<file path="src/hdl/udsr_pkg.sv">
// Shared constants and state types for the URL path dot-segment remover.
package udsr_pkg;

	localparam int OP_W        = 2;
	localparam int BYTE_W      = 8;
	localparam int LEN_W       = 9;
	localparam int STAT_W      = 2;
	localparam int OUT_TDATA_W = 24;
	localparam int OUT_PAD_W   = OUT_TDATA_W - BYTE_W - LEN_W - STAT_W;

	localparam logic [OP_W-1:0] OP_APPEND = 2'd0;
	localparam logic [OP_W-1:0] OP_FINISH = 2'd1;
	localparam logic [OP_W-1:0] OP_READ   = 2'd2;

	localparam logic [STAT_W-1:0] ST_OK       = 2'd0;
	localparam logic [STAT_W-1:0] ST_OVERFLOW = 2'd1;
	localparam logic [STAT_W-1:0] ST_PAST_END = 2'd2;

	localparam logic [BYTE_W-1:0] CHAR_DOT   = 8'h2E;
	localparam logic [BYTE_W-1:0] CHAR_SLASH = 8'h2F;

	typedef enum logic [2:0] {
		TS_IDLE,
		TS_REDUCE,
		TS_DONE,
		TS_RD_WAIT,
		TS_RD_END
	} top_state_t;

	typedef enum logic [2:0] {
		RS_IDLE,
		RS_FILL,
		RS_FILL_WAIT,
		RS_SCAN,
		RS_DROP,
		RS_DROP_WAIT
	} red_state_t;

endpackage

</file>
<file path="src/hdl/udsr_store.sv">
// Path byte store: one write port, one read port with registered read data.
module udsr_store #(
	parameter int DEPTH = 256,
	parameter int AW    = 8
) (
	input  logic                      clk,
	input  logic                      wr_en,
	input  logic [AW-1:0]             wr_addr,
	input  logic [udsr_pkg::BYTE_W-1:0] wr_data,
	input  logic                      rd_en,
	input  logic [AW-1:0]             rd_addr,
	output logic [udsr_pkg::BYTE_W-1:0] rd_data
);

	logic [udsr_pkg::BYTE_W-1:0] mem [DEPTH];

	always_ff @(posedge clk) begin
		if (wr_en) begin
			mem[wr_addr] <= wr_data;
		end
	end

	// hold the last read word until the next read
	always_ff @(posedge clk) begin
		if (rd_en) begin
			rd_data <= mem[rd_addr];
		end
	end

endmodule

</file>
<file path="src/hdl/udsr_reducer.sv">
// In-place dot-segment reduction sequencer over the path store.
module udsr_reducer #(
	parameter int CNT_W         = 9,
	parameter int AW            = 8
) (
	input  logic                        clk,
	input  logic                        arst_n,
	input  logic                        start,
	input  logic [CNT_W-1:0]            n,
	output logic                        done,
	output logic [CNT_W-1:0]            len,
	output logic                        rd_en,
	output logic [AW-1:0]               rd_addr,
	input  logic [udsr_pkg::BYTE_W-1:0] rd_data,
	output logic                        wr_en,
	output logic [AW-1:0]               wr_addr,
	output logic [udsr_pkg::BYTE_W-1:0] wr_data
);

	udsr_pkg::red_state_t state_q, state_d;

	logic [CNT_W-1:0] n_q, n_d;
	logic [CNT_W-1:0] r_q, r_d;
	logic [CNT_W-1:0] f_q, f_d;
	logic [CNT_W-1:0] w_q, w_d;
	logic [2:0]       wv_q, wv_d;
	logic             copy_q, copy_d;
	logic [udsr_pkg::BYTE_W-1:0] win_q [4];
	logic [udsr_pkg::BYTE_W-1:0] win_d [4];

	logic [CNT_W-1:0] left;
	logic [CNT_W-1:0] w_dec;
	logic [1:0]       k;
	logic             do_copy, set_slash, do_drop;
	logic             eq1, eq2, eq3, ge2, ge3, ge4;
	logic [udsr_pkg::BYTE_W-1:0] c0, c1, c2, c3;

	assign left  = n_q - r_q;
	assign w_dec = w_q - CNT_W'(1);
	assign eq1   = left == CNT_W'(1);
	assign eq2   = left == CNT_W'(2);
	assign eq3   = left == CNT_W'(3);
	assign ge2   = left >= CNT_W'(2);
	assign ge3   = left >= CNT_W'(3);
	assign ge4   = left >= CNT_W'(4);
	assign c0    = win_q[0];
	assign c1    = win_q[1];
	assign c2    = win_q[2];
	assign c3    = win_q[3];
	assign len   = w_q;

	// pick the rewrite rule for the bytes at the read position
	always_comb begin
		k         = 2'd1;
		do_copy   = 1'b0;
		set_slash = 1'b0;
		do_drop   = 1'b0;
		priority if (copy_q && c0 != udsr_pkg::CHAR_SLASH) begin
			do_copy = 1'b1;
		end else if (ge2 && c0 == udsr_pkg::CHAR_DOT && c1 == udsr_pkg::CHAR_SLASH) begin
			k = 2'd2;
		end else if (ge3 && c0 == udsr_pkg::CHAR_DOT && c1 == udsr_pkg::CHAR_DOT &&
				c2 == udsr_pkg::CHAR_SLASH) begin
			k = 2'd3;
		end else if (ge3 && c0 == udsr_pkg::CHAR_SLASH && c1 == udsr_pkg::CHAR_DOT &&
				c2 == udsr_pkg::CHAR_SLASH) begin
			k = 2'd2;
		end else if (eq2 && c0 == udsr_pkg::CHAR_SLASH && c1 == udsr_pkg::CHAR_DOT) begin
			k         = 2'd1;
			set_slash = 1'b1;
		end else if (ge4 && c0 == udsr_pkg::CHAR_SLASH && c1 == udsr_pkg::CHAR_DOT &&
				c2 == udsr_pkg::CHAR_DOT && c3 == udsr_pkg::CHAR_SLASH) begin
			k       = 2'd3;
			do_drop = 1'b1;
		end else if (eq3 && c0 == udsr_pkg::CHAR_SLASH && c1 == udsr_pkg::CHAR_DOT &&
				c2 == udsr_pkg::CHAR_DOT) begin
			k         = 2'd2;
			set_slash = 1'b1;
			do_drop   = 1'b1;
		end else if (eq1 && c0 == udsr_pkg::CHAR_DOT) begin
			k = 2'd1;
		end else if (eq2 && c0 == udsr_pkg::CHAR_DOT && c1 == udsr_pkg::CHAR_DOT) begin
			k = 2'd2;
		end else begin
			do_copy = 1'b1;
		end
	end

	always_comb begin
		state_d = state_q;
		n_d     = n_q;
		r_d     = r_q;
		f_d     = f_q;
		w_d     = w_q;
		wv_d    = wv_q;
		copy_d  = copy_q;
		win_d   = win_q;
		done    = 1'b0;
		rd_en   = 1'b0;
		rd_addr = f_q[AW-1:0];
		wr_en   = 1'b0;
		wr_addr = w_q[AW-1:0];
		wr_data = c0;
		unique case (state_q)
			udsr_pkg::RS_IDLE: begin
				if (start) begin
					n_d     = n;
					r_d     = '0;
					f_d     = '0;
					w_d     = '0;
					wv_d    = '0;
					copy_d  = 1'b0;
					state_d = udsr_pkg::RS_FILL;
				end
			end
			udsr_pkg::RS_FILL: begin
				// window holds min(4, left) bytes from the read position
				if (wv_q == 3'd4 || f_q == n_q) begin
					state_d = udsr_pkg::RS_SCAN;
				end else begin
					rd_en   = 1'b1;
					state_d = udsr_pkg::RS_FILL_WAIT;
				end
			end
			udsr_pkg::RS_FILL_WAIT: begin
				win_d[wv_q[1:0]] = rd_data;
				wv_d             = wv_q + 3'd1;
				f_d              = f_q + CNT_W'(1);
				state_d          = udsr_pkg::RS_FILL;
			end
			udsr_pkg::RS_SCAN: begin
				if (left == '0) begin
					done    = 1'b1;
					state_d = udsr_pkg::RS_IDLE;
				end else begin
					if (do_copy) begin
						wr_en = 1'b1;
						w_d   = w_q + CNT_W'(1);
					end
					r_d  = r_q + CNT_W'(k);
					wv_d = wv_q - {1'b0, k};
					unique case (k)
						2'd1: begin
							for (int i = 0; i < 3; i++) win_d[i] = win_q[i+1];
						end
						2'd2: begin
							for (int i = 0; i < 2; i++) win_d[i] = win_q[i+2];
						end
						2'd3: begin
							win_d[0] = win_q[3];
						end
						default: ;
					endcase
					if (set_slash) begin
						win_d[0] = udsr_pkg::CHAR_SLASH;
					end
					copy_d  = do_copy;
					state_d = do_drop ? udsr_pkg::RS_DROP : udsr_pkg::RS_FILL;
				end
			end
			udsr_pkg::RS_DROP: begin
				// walk back over the last output segment
				if (w_q == '0) begin
					state_d = udsr_pkg::RS_FILL;
				end else begin
					rd_en   = 1'b1;
					rd_addr = w_dec[AW-1:0];
					w_d     = w_dec;
					state_d = udsr_pkg::RS_DROP_WAIT;
				end
			end
			udsr_pkg::RS_DROP_WAIT: begin
				state_d = (rd_data == udsr_pkg::CHAR_SLASH) ? udsr_pkg::RS_FILL
						: udsr_pkg::RS_DROP;
			end
			default: state_d = udsr_pkg::RS_IDLE;
		endcase
	end

	always_ff @(posedge clk or negedge arst_n) begin
		if (!arst_n) begin
			state_q <= udsr_pkg::RS_IDLE;
			n_q     <= '0;
			r_q     <= '0;
			f_q     <= '0;
			w_q     <= '0;
			wv_q    <= '0;
			copy_q  <= 1'b0;
		end else begin
			state_q <= state_d;
			n_q     <= n_d;
			r_q     <= r_d;
			f_q     <= f_d;
			w_q     <= w_d;
			wv_q    <= wv_d;
			copy_q  <= copy_d;
		end
	end

	always_ff @(posedge clk) begin
		win_q <= win_d;
	end

endmodule

</file>
<file path="src/hdl/url_path_dot_segment_remover_top.sv">
// Top level: command decode, path store, reduction sequencer and result register.
//
// Input stream (s_*): one transfer per command. s_tuser carries the op:
// append a path byte, finish, or read the next reduced byte; s_tdata
// carries the path byte. Output stream (m_*): one transfer for each finish
// and each read, none for append; m_tlast marks the last reduced byte.
// An append is written to the store as it is accepted. A read goes through
// the store's registered read port and then the result register. A finish
// walks the stored path: it fetches stored bytes into a four-byte window,
// applies the rewrite steps, and walks back over output bytes when a ".."
// segment removes output, stopping at a slash or at the start of the path.
// The store has a single read and a single write port.
// Commands are taken while a result waits in the output register; a command
// that produces a result holds until that register is free, so a stalled
// receiver stops the input after one pending result.
// Reset clears all counters and flags; the store contents are not cleared
// and a read only ever returns bytes written since reset.
module url_path_dot_segment_remover_top #(
	parameter int PATH_CAPACITY = 256
) (
	input  logic                                clk,
	input  logic                                arst_n,
	input  logic                                s_tvalid,
	output logic                                s_tready,
	input  logic [7:0]                          s_tdata,  // [7:0] path_byte
	input  logic [1:0]                          s_tuser,  // [1:0] op
	output logic                                m_tvalid,
	input  logic                                m_tready,
	output logic [udsr_pkg::OUT_TDATA_W-1:0]    m_tdata,  // [7:0] out_byte, [16:8] out_length,
	                                                      // [18:17] status, [23:19] zero
	output logic                                m_tlast   // out_last
);

	localparam int CNT_W = $clog2(PATH_CAPACITY + 1);
	localparam int AW    = $clog2(PATH_CAPACITY);

	udsr_pkg::top_state_t state_q, state_d;

	logic [CNT_W-1:0] ic_q, ic_d;
	logic [CNT_W-1:0] rc_q, rc_d;
	logic [CNT_W-1:0] ri_q, ri_d;
	logic             ovf_q, ovf_d;

	logic                              m_valid_q;
	logic [udsr_pkg::OUT_TDATA_W-1:0]  m_data_q, m_data_d;
	logic                              m_last_q, m_last_d;
	logic                              load_out;

	logic                        accept, slot_free;
	logic [udsr_pkg::OP_W-1:0]   op;
	logic [CNT_W+udsr_pkg::LEN_W-1:0] rc_ext;
	logic [udsr_pkg::LEN_W-1:0]  len_out;

	logic                        top_wr_en, top_rd_en;
	logic [AW-1:0]               top_wr_addr, top_rd_addr;

	logic                        mem_wr_en, mem_rd_en;
	logic [AW-1:0]               mem_wr_addr, mem_rd_addr;
	logic [udsr_pkg::BYTE_W-1:0] mem_wr_data, mem_rd_data;

	logic                        red_start, red_done;
	logic [CNT_W-1:0]            red_len;
	logic                        red_rd_en, red_wr_en;
	logic [AW-1:0]               red_rd_addr, red_wr_addr;
	logic [udsr_pkg::BYTE_W-1:0] red_wr_data;

	assign s_tready  = state_q == udsr_pkg::TS_IDLE;
	assign accept    = s_tvalid && s_tready;
	assign op        = s_tuser;
	assign slot_free = !m_valid_q || m_tready;
	assign rc_ext    = {{udsr_pkg::LEN_W{1'b0}}, rc_q};
	assign len_out   = rc_ext[udsr_pkg::LEN_W-1:0];

	assign m_tvalid = m_valid_q;
	assign m_tdata  = m_data_q;
	assign m_tlast  = m_last_q;

	// the sequencer owns the store while a finish is running
	always_comb begin
		if (state_q == udsr_pkg::TS_REDUCE) begin
			mem_wr_en   = red_wr_en;
			mem_wr_addr = red_wr_addr;
			mem_wr_data = red_wr_data;
			mem_rd_en   = red_rd_en;
			mem_rd_addr = red_rd_addr;
		end else begin
			mem_wr_en   = top_wr_en;
			mem_wr_addr = top_wr_addr;
			mem_wr_data = s_tdata;
			mem_rd_en   = top_rd_en;
			mem_rd_addr = top_rd_addr;
		end
	end

	udsr_store #(
		.DEPTH (PATH_CAPACITY),
		.AW    (AW)
	) u_store (
		.clk     (clk),
		.wr_en   (mem_wr_en),
		.wr_addr (mem_wr_addr),
		.wr_data (mem_wr_data),
		.rd_en   (mem_rd_en),
		.rd_addr (mem_rd_addr),
		.rd_data (mem_rd_data)
	);

	udsr_reducer #(
		.CNT_W         (CNT_W),
		.AW            (AW)
	) u_reducer (
		.clk     (clk),
		.arst_n  (arst_n),
		.start   (red_start),
		.n       (ic_q),
		.done    (red_done),
		.len     (red_len),
		.rd_en   (red_rd_en),
		.rd_addr (red_rd_addr),
		.rd_data (mem_rd_data),
		.wr_en   (red_wr_en),
		.wr_addr (red_wr_addr),
		.wr_data (red_wr_data)
	);

	always_comb begin
		state_d     = state_q;
		ic_d        = ic_q;
		rc_d        = rc_q;
		ri_d        = ri_q;
		ovf_d       = ovf_q;
		top_wr_en   = 1'b0;
		top_wr_addr = ic_q[AW-1:0];
		top_rd_en   = 1'b0;
		top_rd_addr = ri_q[AW-1:0];
		red_start   = 1'b0;
		load_out    = 1'b0;
		m_data_d    = m_data_q;
		m_last_d    = m_last_q;
		unique case (state_q)
			udsr_pkg::TS_IDLE: begin
				if (accept) begin
					unique case (op)
						udsr_pkg::OP_APPEND: begin
							if (ic_q < CNT_W'(PATH_CAPACITY)) begin
								top_wr_en = 1'b1;
								ic_d      = ic_q + CNT_W'(1);
							end else begin
								ovf_d = 1'b1;
							end
						end
						udsr_pkg::OP_FINISH: begin
							red_start = 1'b1;
							state_d   = udsr_pkg::TS_REDUCE;
						end
						udsr_pkg::OP_READ: begin
							if (ri_q < rc_q) begin
								top_rd_en = 1'b1;
								state_d   = udsr_pkg::TS_RD_WAIT;
							end else begin
								state_d = udsr_pkg::TS_RD_END;
							end
						end
						default: ;
					endcase
				end
			end
			udsr_pkg::TS_REDUCE: begin
				// rewind the read position together with the new length
				if (red_done) begin
					rc_d    = red_len;
					ri_d    = '0;
					state_d = udsr_pkg::TS_DONE;
				end
			end
			udsr_pkg::TS_DONE: begin
				if (slot_free) begin
					load_out = 1'b1;
					m_data_d = {{udsr_pkg::OUT_PAD_W{1'b0}},
						ovf_q ? udsr_pkg::ST_OVERFLOW : udsr_pkg::ST_OK,
						len_out, {udsr_pkg::BYTE_W{1'b0}}};
					m_last_d = 1'b0;
					ic_d     = '0;
					ovf_d    = 1'b0;
					ri_d     = '0;
					state_d  = udsr_pkg::TS_IDLE;
				end
			end
			udsr_pkg::TS_RD_WAIT: begin
				if (slot_free) begin
					load_out = 1'b1;
					m_data_d = {{udsr_pkg::OUT_PAD_W{1'b0}}, udsr_pkg::ST_OK,
						len_out, mem_rd_data};
					m_last_d = (ri_q + CNT_W'(1)) == rc_q;
					ri_d     = ri_q + CNT_W'(1);
					state_d  = udsr_pkg::TS_IDLE;
				end
			end
			udsr_pkg::TS_RD_END: begin
				if (slot_free) begin
					load_out = 1'b1;
					m_data_d = {{udsr_pkg::OUT_PAD_W{1'b0}}, udsr_pkg::ST_PAST_END,
						len_out, {udsr_pkg::BYTE_W{1'b0}}};
					m_last_d = 1'b0;
					state_d  = udsr_pkg::TS_IDLE;
				end
			end
			default: state_d = udsr_pkg::TS_IDLE;
		endcase
	end

	always_ff @(posedge clk or negedge arst_n) begin
		if (!arst_n) begin
			state_q   <= udsr_pkg::TS_IDLE;
			ic_q      <= '0;
			rc_q      <= '0;
			ri_q      <= '0;
			ovf_q     <= 1'b0;
			m_valid_q <= 1'b0;
		end else begin
			state_q <= state_d;
			ic_q    <= ic_d;
			rc_q    <= rc_d;
			ri_q    <= ri_d;
			ovf_q   <= ovf_d;
			if (load_out) begin
				m_valid_q <= 1'b1;
			end else if (m_tready) begin
				m_valid_q <= 1'b0;
			end
		end
	end

	always_ff @(posedge clk) begin
		m_data_q <= m_data_d;
		m_last_q <= m_last_d;
	end

	a_count_bound: assert property (@(posedge clk) disable iff (!arst_n)
		ic_q <= CNT_W'(PATH_CAPACITY) && rc_q <= CNT_W'(PATH_CAPACITY))
		else $error("stored or reduced length exceeds capacity");

	a_read_bound: assert property (@(posedge clk) disable iff (!arst_n)
		ri_q <= rc_q)
		else $error("read position beyond reduced length");

	a_done_in_reduce: assert property (@(posedge clk) disable iff (!arst_n)
		red_done |-> state_q == udsr_pkg::TS_REDUCE)
		else $error("reduction finished outside a finish command");

	a_finish_result: assert property (@(posedge clk) disable iff (!arst_n)
		red_done |=> state_q == udsr_pkg::TS_DONE && rc_q == $past(red_len))
		else $error("reduced length not captured after reduction");

endmodule
</file>
<file path="config.mk">
export PLATFORM = sky130hd
export DESIGN_NAME = url_path_dot_segment_remover_top
export DESIGN_NICKNAME = d
export VERILOG_FILES = /design/src/hdl/udsr_pkg.sv /design/src/hdl/udsr_store.sv /design/src/hdl/udsr_reducer.sv /design/src/hdl/url_path_dot_segment_remover_top.sv
export SDC_FILE = /design/constraint.sdc
export NUM_CORES = 2
export LEC_CHECK = 0
export BUFFER_PORTS_ARGS = -buffer_cell sky130_fd_sc_hd__buf_2
export CELL_PAD_IN_SITES_DETAIL_PLACEMENT = 2
export CELL_PAD_IN_SITES_GLOBAL_PLACEMENT = 2
export CORE_MARGIN = 2
export CORE_UTILIZATION = 54
export CTS_CLUSTER_DIAMETER = 200
export DETAILED_ROUTE_END_ITERATION = 16
export PLACE_DENSITY_LB_ADDON = 0.1
export RECOVER_POWER = 50
export SYNTH_ARGS = -nofsm -noshare
export SYNTH_HDL_FRONTEND = slang
export SYNTH_HIERARCHICAL = 1
export SYNTH_SLANG_ARGS = --single-unit
</file>
<file path="constraint.sdc">
create_clock -name clk -period 7.05 [get_ports clk]
set_input_delay 0.3525 -clock clk [delete_from_list [all_inputs] [get_ports clk]]
set_output_delay 0.3525 -clock clk [all_outputs]
set_load 0.01 [all_outputs]
</file>
==> results of run 1 <==
## Yosys cell counts (all sizes together), types with 19 or more instances
master	number
clkbuf	137
o21ai	83
nand4	30
dfrtp	75
ha	25
xor2	21
buf	150
nor2	346
inv	34
a21oi	136
nor2b	45
nand2	152
o221ai	48
mux2i	150
nand2b	23
o22ai	35
a22oi	145
mux2	27
nor3	43
nor4	35
edfxtp	2108
nand3	59
mux4	456
a211oi	19
## logic make-up after synthesis
kind of cell | Yosys count
buffers and inverters | 322
other | 1
xor gates and xnor gates | 37
DFF | 2183
AOI/OAI and AO/OA | 595
muxes | 633
adders and majority gates | 27
and+or+nand+nor | 808
## through the flow
stage | std cells | hold slack [ps] | cell area, um2 | worst slack [ps]
floorplan | 4610 | 56.9 | 87800 | 2740
global placement | 6683 | 479 | 90500 | 401
==> impl_summary.txt, run 1 <==
----------------------------------------------------
[Yosys]
  Primary flip-flop cell chosen by synthesis mapping ... sky130_fd_sc_hd__edfxtp_1
  Count of different cell masters after synthesis ... 97
  Simple-Gate Fraction of Synth Area ... 0.0434
  Post-Synth XOR/XNOR Area ... 0.00369
  Sequential element share of the synthesized area ... 0.743
  Leading cell types by total area after synthesis ... sky130_fd_sc_hd__edfxtp_1 (72%), sky130_fd_sc_hd__mux4_2 (12%), sky130_fd_sc_hd__dfrtp_1 (2.1%), sky130_fd_sc_hd__mux2i_1 (1.7%), sky130_fd_sc_hd__nor2_1 (1.5%)
  Library cell with the largest summed area after synthesis ... sky130_fd_sc_hd__edfxtp_1
  Yosys Warn Count ... 6
  Synth async-reset ratio ... 0.0344
  Post-synthesis adder-cell area fraction ... 0.00402
  Post-synth EDFFs ... 2108
  Main combinational cell family by area after synthesis ... multiplexers
  Syn Area/Cell ... 19.1 um2
  Synthesized netlist cell count ... 4606
  Synth Register Bits ... around 2200
  Yosys top cell area share ... 0.721
  Cell Area, Synth ... between 80000 and 90000 um2
  Synth Area in Compound Gates ... 0.0472
  Fraction of synthesized area in multiplexers ... 0.138

[Die]
  FP Rows ... between 100 and 150
  Die outline width ... 407 um
  Starting density of the core ... 0.545
  Overall die height ... 407 um
  # IOs ... 41

[Place]
  PortBufs ... 35
  Post-detail-place hpwl ... between 200000 and 250000 um
  Global placer's final weighted congestion ... 0.826

[Run status]
  Result of the run ... stopped before the end
  Last flow stage reached ... detailed placement
  Tool error ... [ERROR DPL-0033] detailed placement checks failed during check placement.

----------------------------------------------------
==> run 2: changes to the inputs <==
Settings changed: CELL_PAD_IN_SITES_DETAIL_PLACEMENT 2 to not set, CELL_PAD_IN_SITES_GLOBAL_PLACEMENT 2 to not set, CORE_UTILIZATION 54 to 40, CTS_CLUSTER_DIAMETER 200 to not set, PLACE_DENSITY_LB_ADDON 0.1 to 0.15.
==> run 2 against run 1 <==
  * The flow now finishes, with violations (capacitance limit, slew limit)
  * Synthesized cell count is the same
  * Synthesized area is the same
==> impl_summary.txt, run 2 <==
----------------------------------------------------
[Run status]
  Result of the run ... complete, but fails checks
  Failing checks ... capacitance limit, slew limit

[Cells and area]
  Layout Nets ... approximately 4800
  Layout Area Growth over Synthesis ... 12.1%
  Reg with most FFs ... u_store/mem
  Final Non-Filler Cells ... about 7800
  Post-layout utilization of the core ... 0.452
  Fraction of layout instances using a drive strength above 1 ... 0.199
  Commonest non-fill, non-tap cells in the layout ... sky130_fd_sc_hd__edfxtp_1 (2108), sky130_fd_sc_hd__mux4_2 (454), sky130_fd_sc_hd__nor2_1 (342), sky130_fd_sc_hd__clkbuf_16 (227), sky130_fd_sc_hd__nand2_1 (152)
  Leading cell type in the layout, fill and taps excluded ... sky130_fd_sc_hd__edfxtp_1
  Max FFs per register ... between 2000 and 2500

[GRT]
  Antenna violations before repair ... 4
  Total congestion overflow after global routing ... 0
  Via count of the first global-routing pass ... approximately 45000
  Maximum number of pins on one net before global-route repair ... about 210
  All-layer global routing usage ... 0.211
  Wire length of the first global-routing pass ... between 300000 and 400000 um

[Timing]
  Transition time at the pin with the least slew margin ... about 4400 ps
  Final Hold Violating Endpoints ... 0
  Final worst path period need ... ~6300 ps
  Final sum of negative setup slack ... 0 ps
  Number of pins with negative max-slew slack in the final report ... roughly 1300
  Clock Skews ... approximately 39 ps
  Highest achievable clock rate ... roughly 160 MHz
  Unrepaired setup endpoints after global routing ... no
  Max-Slew Margin vs Limit ... -1.90
  Total setup violations reported at the end of the flow ... 0
  Setup slack after layout ... 749 ps
  Share of the clock period used by the worst path ... 0.894

[Yosys]
  Yosys top cell area share ... 0.721 (unchanged)
  Yosys Warn Count ... 6 (unchanged)
  Synthesized netlist cell count ... 4606 (unchanged)
  Post-synth EDFFs ... 2108 (unchanged)
  Library cell with the largest summed area after synthesis ... sky130_fd_sc_hd__edfxtp_1
  Sequential element share of the synthesized area ... 0.743 (unchanged)
  Most common cell in the synthesized netlist ... sky130_fd_sc_hd__edfxtp_1
  Synth async-reset ratio ... 0.0344 (unchanged)
  Top cells by instance count after synthesis ... sky130_fd_sc_hd__edfxtp_1 (2108), sky130_fd_sc_hd__mux4_2 (454), sky130_fd_sc_hd__nor2_1 (344)
  Cell Area, Synth ... 87800 um2 (unchanged)
  Primary flip-flop cell chosen by synthesis mapping ... sky130_fd_sc_hd__edfxtp_1
  Leading cell types by total area after synthesis ... sky130_fd_sc_hd__edfxtp_1 (72%), sky130_fd_sc_hd__mux4_2 (12%), sky130_fd_sc_hd__dfrtp_1 (2.1%), sky130_fd_sc_hd__mux2i_1 (1.7%), sky130_fd_sc_hd__nor2_1 (1.5%)
  Syn Area/Cell ... 19.1 um2 (unchanged)
  Count of different cell masters after synthesis ... 97 (unchanged)
  Synth Register Bits ... 2183 (unchanged)

[Routing]
  Total detailed-routing wirelength ... about 240000 um
  Post-route DRC violation count ... 0
  Post-route ant nets ... 0
  Detailed-route vias per instance ... just under 6
  WL/cell ... about 30 um
  Initial drt markers ... roughly 4700
  Initial DRT Pass Iterations ... 6
  Via count ... about 46000

[Die]
  # IOs ... 41 (unchanged)
  Overall die height ... 472 um (+16%)
  Area of the core region ... 218000 um2
  Starting density of the core ... 0.403 (-0.142)
  Die outline width ... 472 um (+16%)
  FP Rows ... 171 (+16%)
  DIE AREA ... between 200000 and 250000 um2

[Critical path]
  Launch instance of the worst register-to-register path ... u_reducer/len[0]$_DFFE_PN0P_
  CP arrival ... about 6900 ps
  Startpoint type of the worst setup path ... register
  Crit Path Class ... reg2reg
  Critical path fanouts, max ... 33
  Critical path endpoint category ... register
  Count of buffering cells on the critical path with inverters included ... 4
  Path depth of the worst reg2reg path ... 17
  Slowest cell delay on critical path ... 1020 ps
  Worst EP required ... approximately 7600 ps
  Standard cell with the maximum stage delay on the critical path ... sky130_fd_sc_hd__nor4_1
  Critical path, cell by cell ... inv_1, ha_1, nand4_1, nor4_1, nand2b_1, nand2_1, o21ai_0, nand2_1, o21ai_4, buf_12, buf_12, buf_4, mux4_2, a22oi_1, a21oi_1, nor4_1, nor4_2
  Instance count on the critical path ... 17
  CP top delay family ... simple AND/OR/NAND/NOR gates
  Crit path from ... u_reducer/len[0]$_DFFE_PN0P_

[Place]
  Total instance count after detailed placement ... 7354
  Global placer's final weighted congestion ... 0.835 (+0.99%)
  Pre-CTS WS ... about 850 ps
  PortBufs ... 35 (unchanged)
  Post-detail-place hpwl ... 143000 um (-30%)

[Clock tree]
  Clock root buffer ... sky130_fd_sc_hd__clkbuf_16
  Buffers inserted during post-CTS setup optimization ... 0
  Buffers from clock root to sink, at most ... 3
  Total number of clock tree sinks ... approximately 2200
  Clock latency on the worst-skew pair ... around 900 ps
  Gates resized, CTS repair ... 0
  CTS H-tree lvls ... 4
  TritonCTS clock tree ... yes
  CTS clock-pin slew for the worst setup and hold paths ... ~60 ps
  Number of buffers added by the clock tree synthesis step ... between 200 and 250

[Pwr]
  Total design power ... between 30 and 40 mW
  Worst voltage drop across the vdd grid ... 0.298 mV
  Leakage ... a little over 30 nW
  Power density over the cells ... approximately 390 nW/um2

[Run]
  Maximum Capacitance Violations ... 12

[Min path]
  Min-delay worst type ... in2reg
  Hold Path Stages ... 2
  Launch point of the worst hold path ... s_tdata[2]

----------------------------------------------------
-- run 2: timing repair --
action                                  in CTS  in global routing
hold endpoints to repair                    83                  0
endpoints found under the setup margin       0                  0
hold buffers                                 8                  0
-- run 2: metrics by stage --
step	instance area (um2)	hold WS, ps
3_3_place_gp	91400	506
6_report	98400	222
3_5_place_dp	91400	504
2_1_floorplan	87800	56.9
4_1_cts	98600	85.8
5_1_grt	98400	243
-- run 2: power by group --
group	switching, mW	leakage, nW	total [mW]	internal (mW)
clock network	5.00	3.48	11.6	6.57
registers	0.291	20.0	16.8	16.5
logic	6.90	6.74	10.3	3.42
total	12.2	30.2	38.7	26.5
-- run 2: final cells by class --
type                            count  area, um2
Clock buffer                      279       5890
Antenna cell                        1       2.50
Tap cell                         2854       3570
Timing Repair Buffer              185       1540
Inverter                           35        131
Multi-Input combinational cell   2105      20900
Clock inverter                    131       1240
Sequential cell                  2183      65200
Fill cell                       18400     119000
-- run 2: worst reg2reg max path, cell delays in order (launching register included) --
cell	delay [ps]
sky130_fd_sc_hd__dfrtp_1	460
sky130_fd_sc_hd__inv_1	150
sky130_fd_sc_hd__ha_1	290
sky130_fd_sc_hd__nand4_1	290
sky130_fd_sc_hd__nor4_1	350
sky130_fd_sc_hd__nand2b_1	530
sky130_fd_sc_hd__nand2_1	100
sky130_fd_sc_hd__o21ai_0	90
sky130_fd_sc_hd__nand2_1	120
sky130_fd_sc_hd__o21ai_4	370
sky130_fd_sc_hd__buf_12	270
sky130_fd_sc_hd__buf_12	290
sky130_fd_sc_hd__buf_4	430
sky130_fd_sc_hd__mux4_2	580
sky130_fd_sc_hd__a22oi_1	370
sky130_fd_sc_hd__a21oi_1	210
sky130_fd_sc_hd__nor4_1	1020
sky130_fd_sc_hd__nor4_2	90
-- run 2: final timing paths --
path	to	slack [ps]
worst max register to register	u_store/rd_data[2]$_DFFE_PP_	750
worst min-delay path	u_store/mem[211][2]$_DFFE_PP_	220
worst max-delay path	u_store/rd_data[2]$_DFFE_PP_	750
max in group asynchronous	u_reducer/wv_q[1]$_DFFE_PN0P_	3000
worst min register to register	ovf_q$_DFFE_PN0P_	520
min in group asynchronous	m_tvalid$_DFFE_PN0P_	1550
-- run 2: kinds of logic (layout without fill, tap and decap cells) --
group | Yosys count | in the layout | synth area share
mux | 633 | 633 | 0.138
simple gates | 808 | 808 | 0.0434
xor+xnor | 37 | 37 | 0.00369
flops | 2183 | 2183 | 0.743
other cells | 1 | 6 | 0.0000427
compound gates | 595 | 595 | 0.0472
buf+inv | 322 | 630 | 0.0213
fa+ha+maj | 27 | 27 | 0.00402
-- run 2: per-layer routing --
metal,GRT usage,wire [um],vias to the layer above
li1,-,-,19200
met1,0.304,104000,24600
met2,0.333,113000,1609
met3,0.0327,14100,301
met4,0.0578,5830,4
met5,0,39,-
Power figures use the tool's default switching activity.
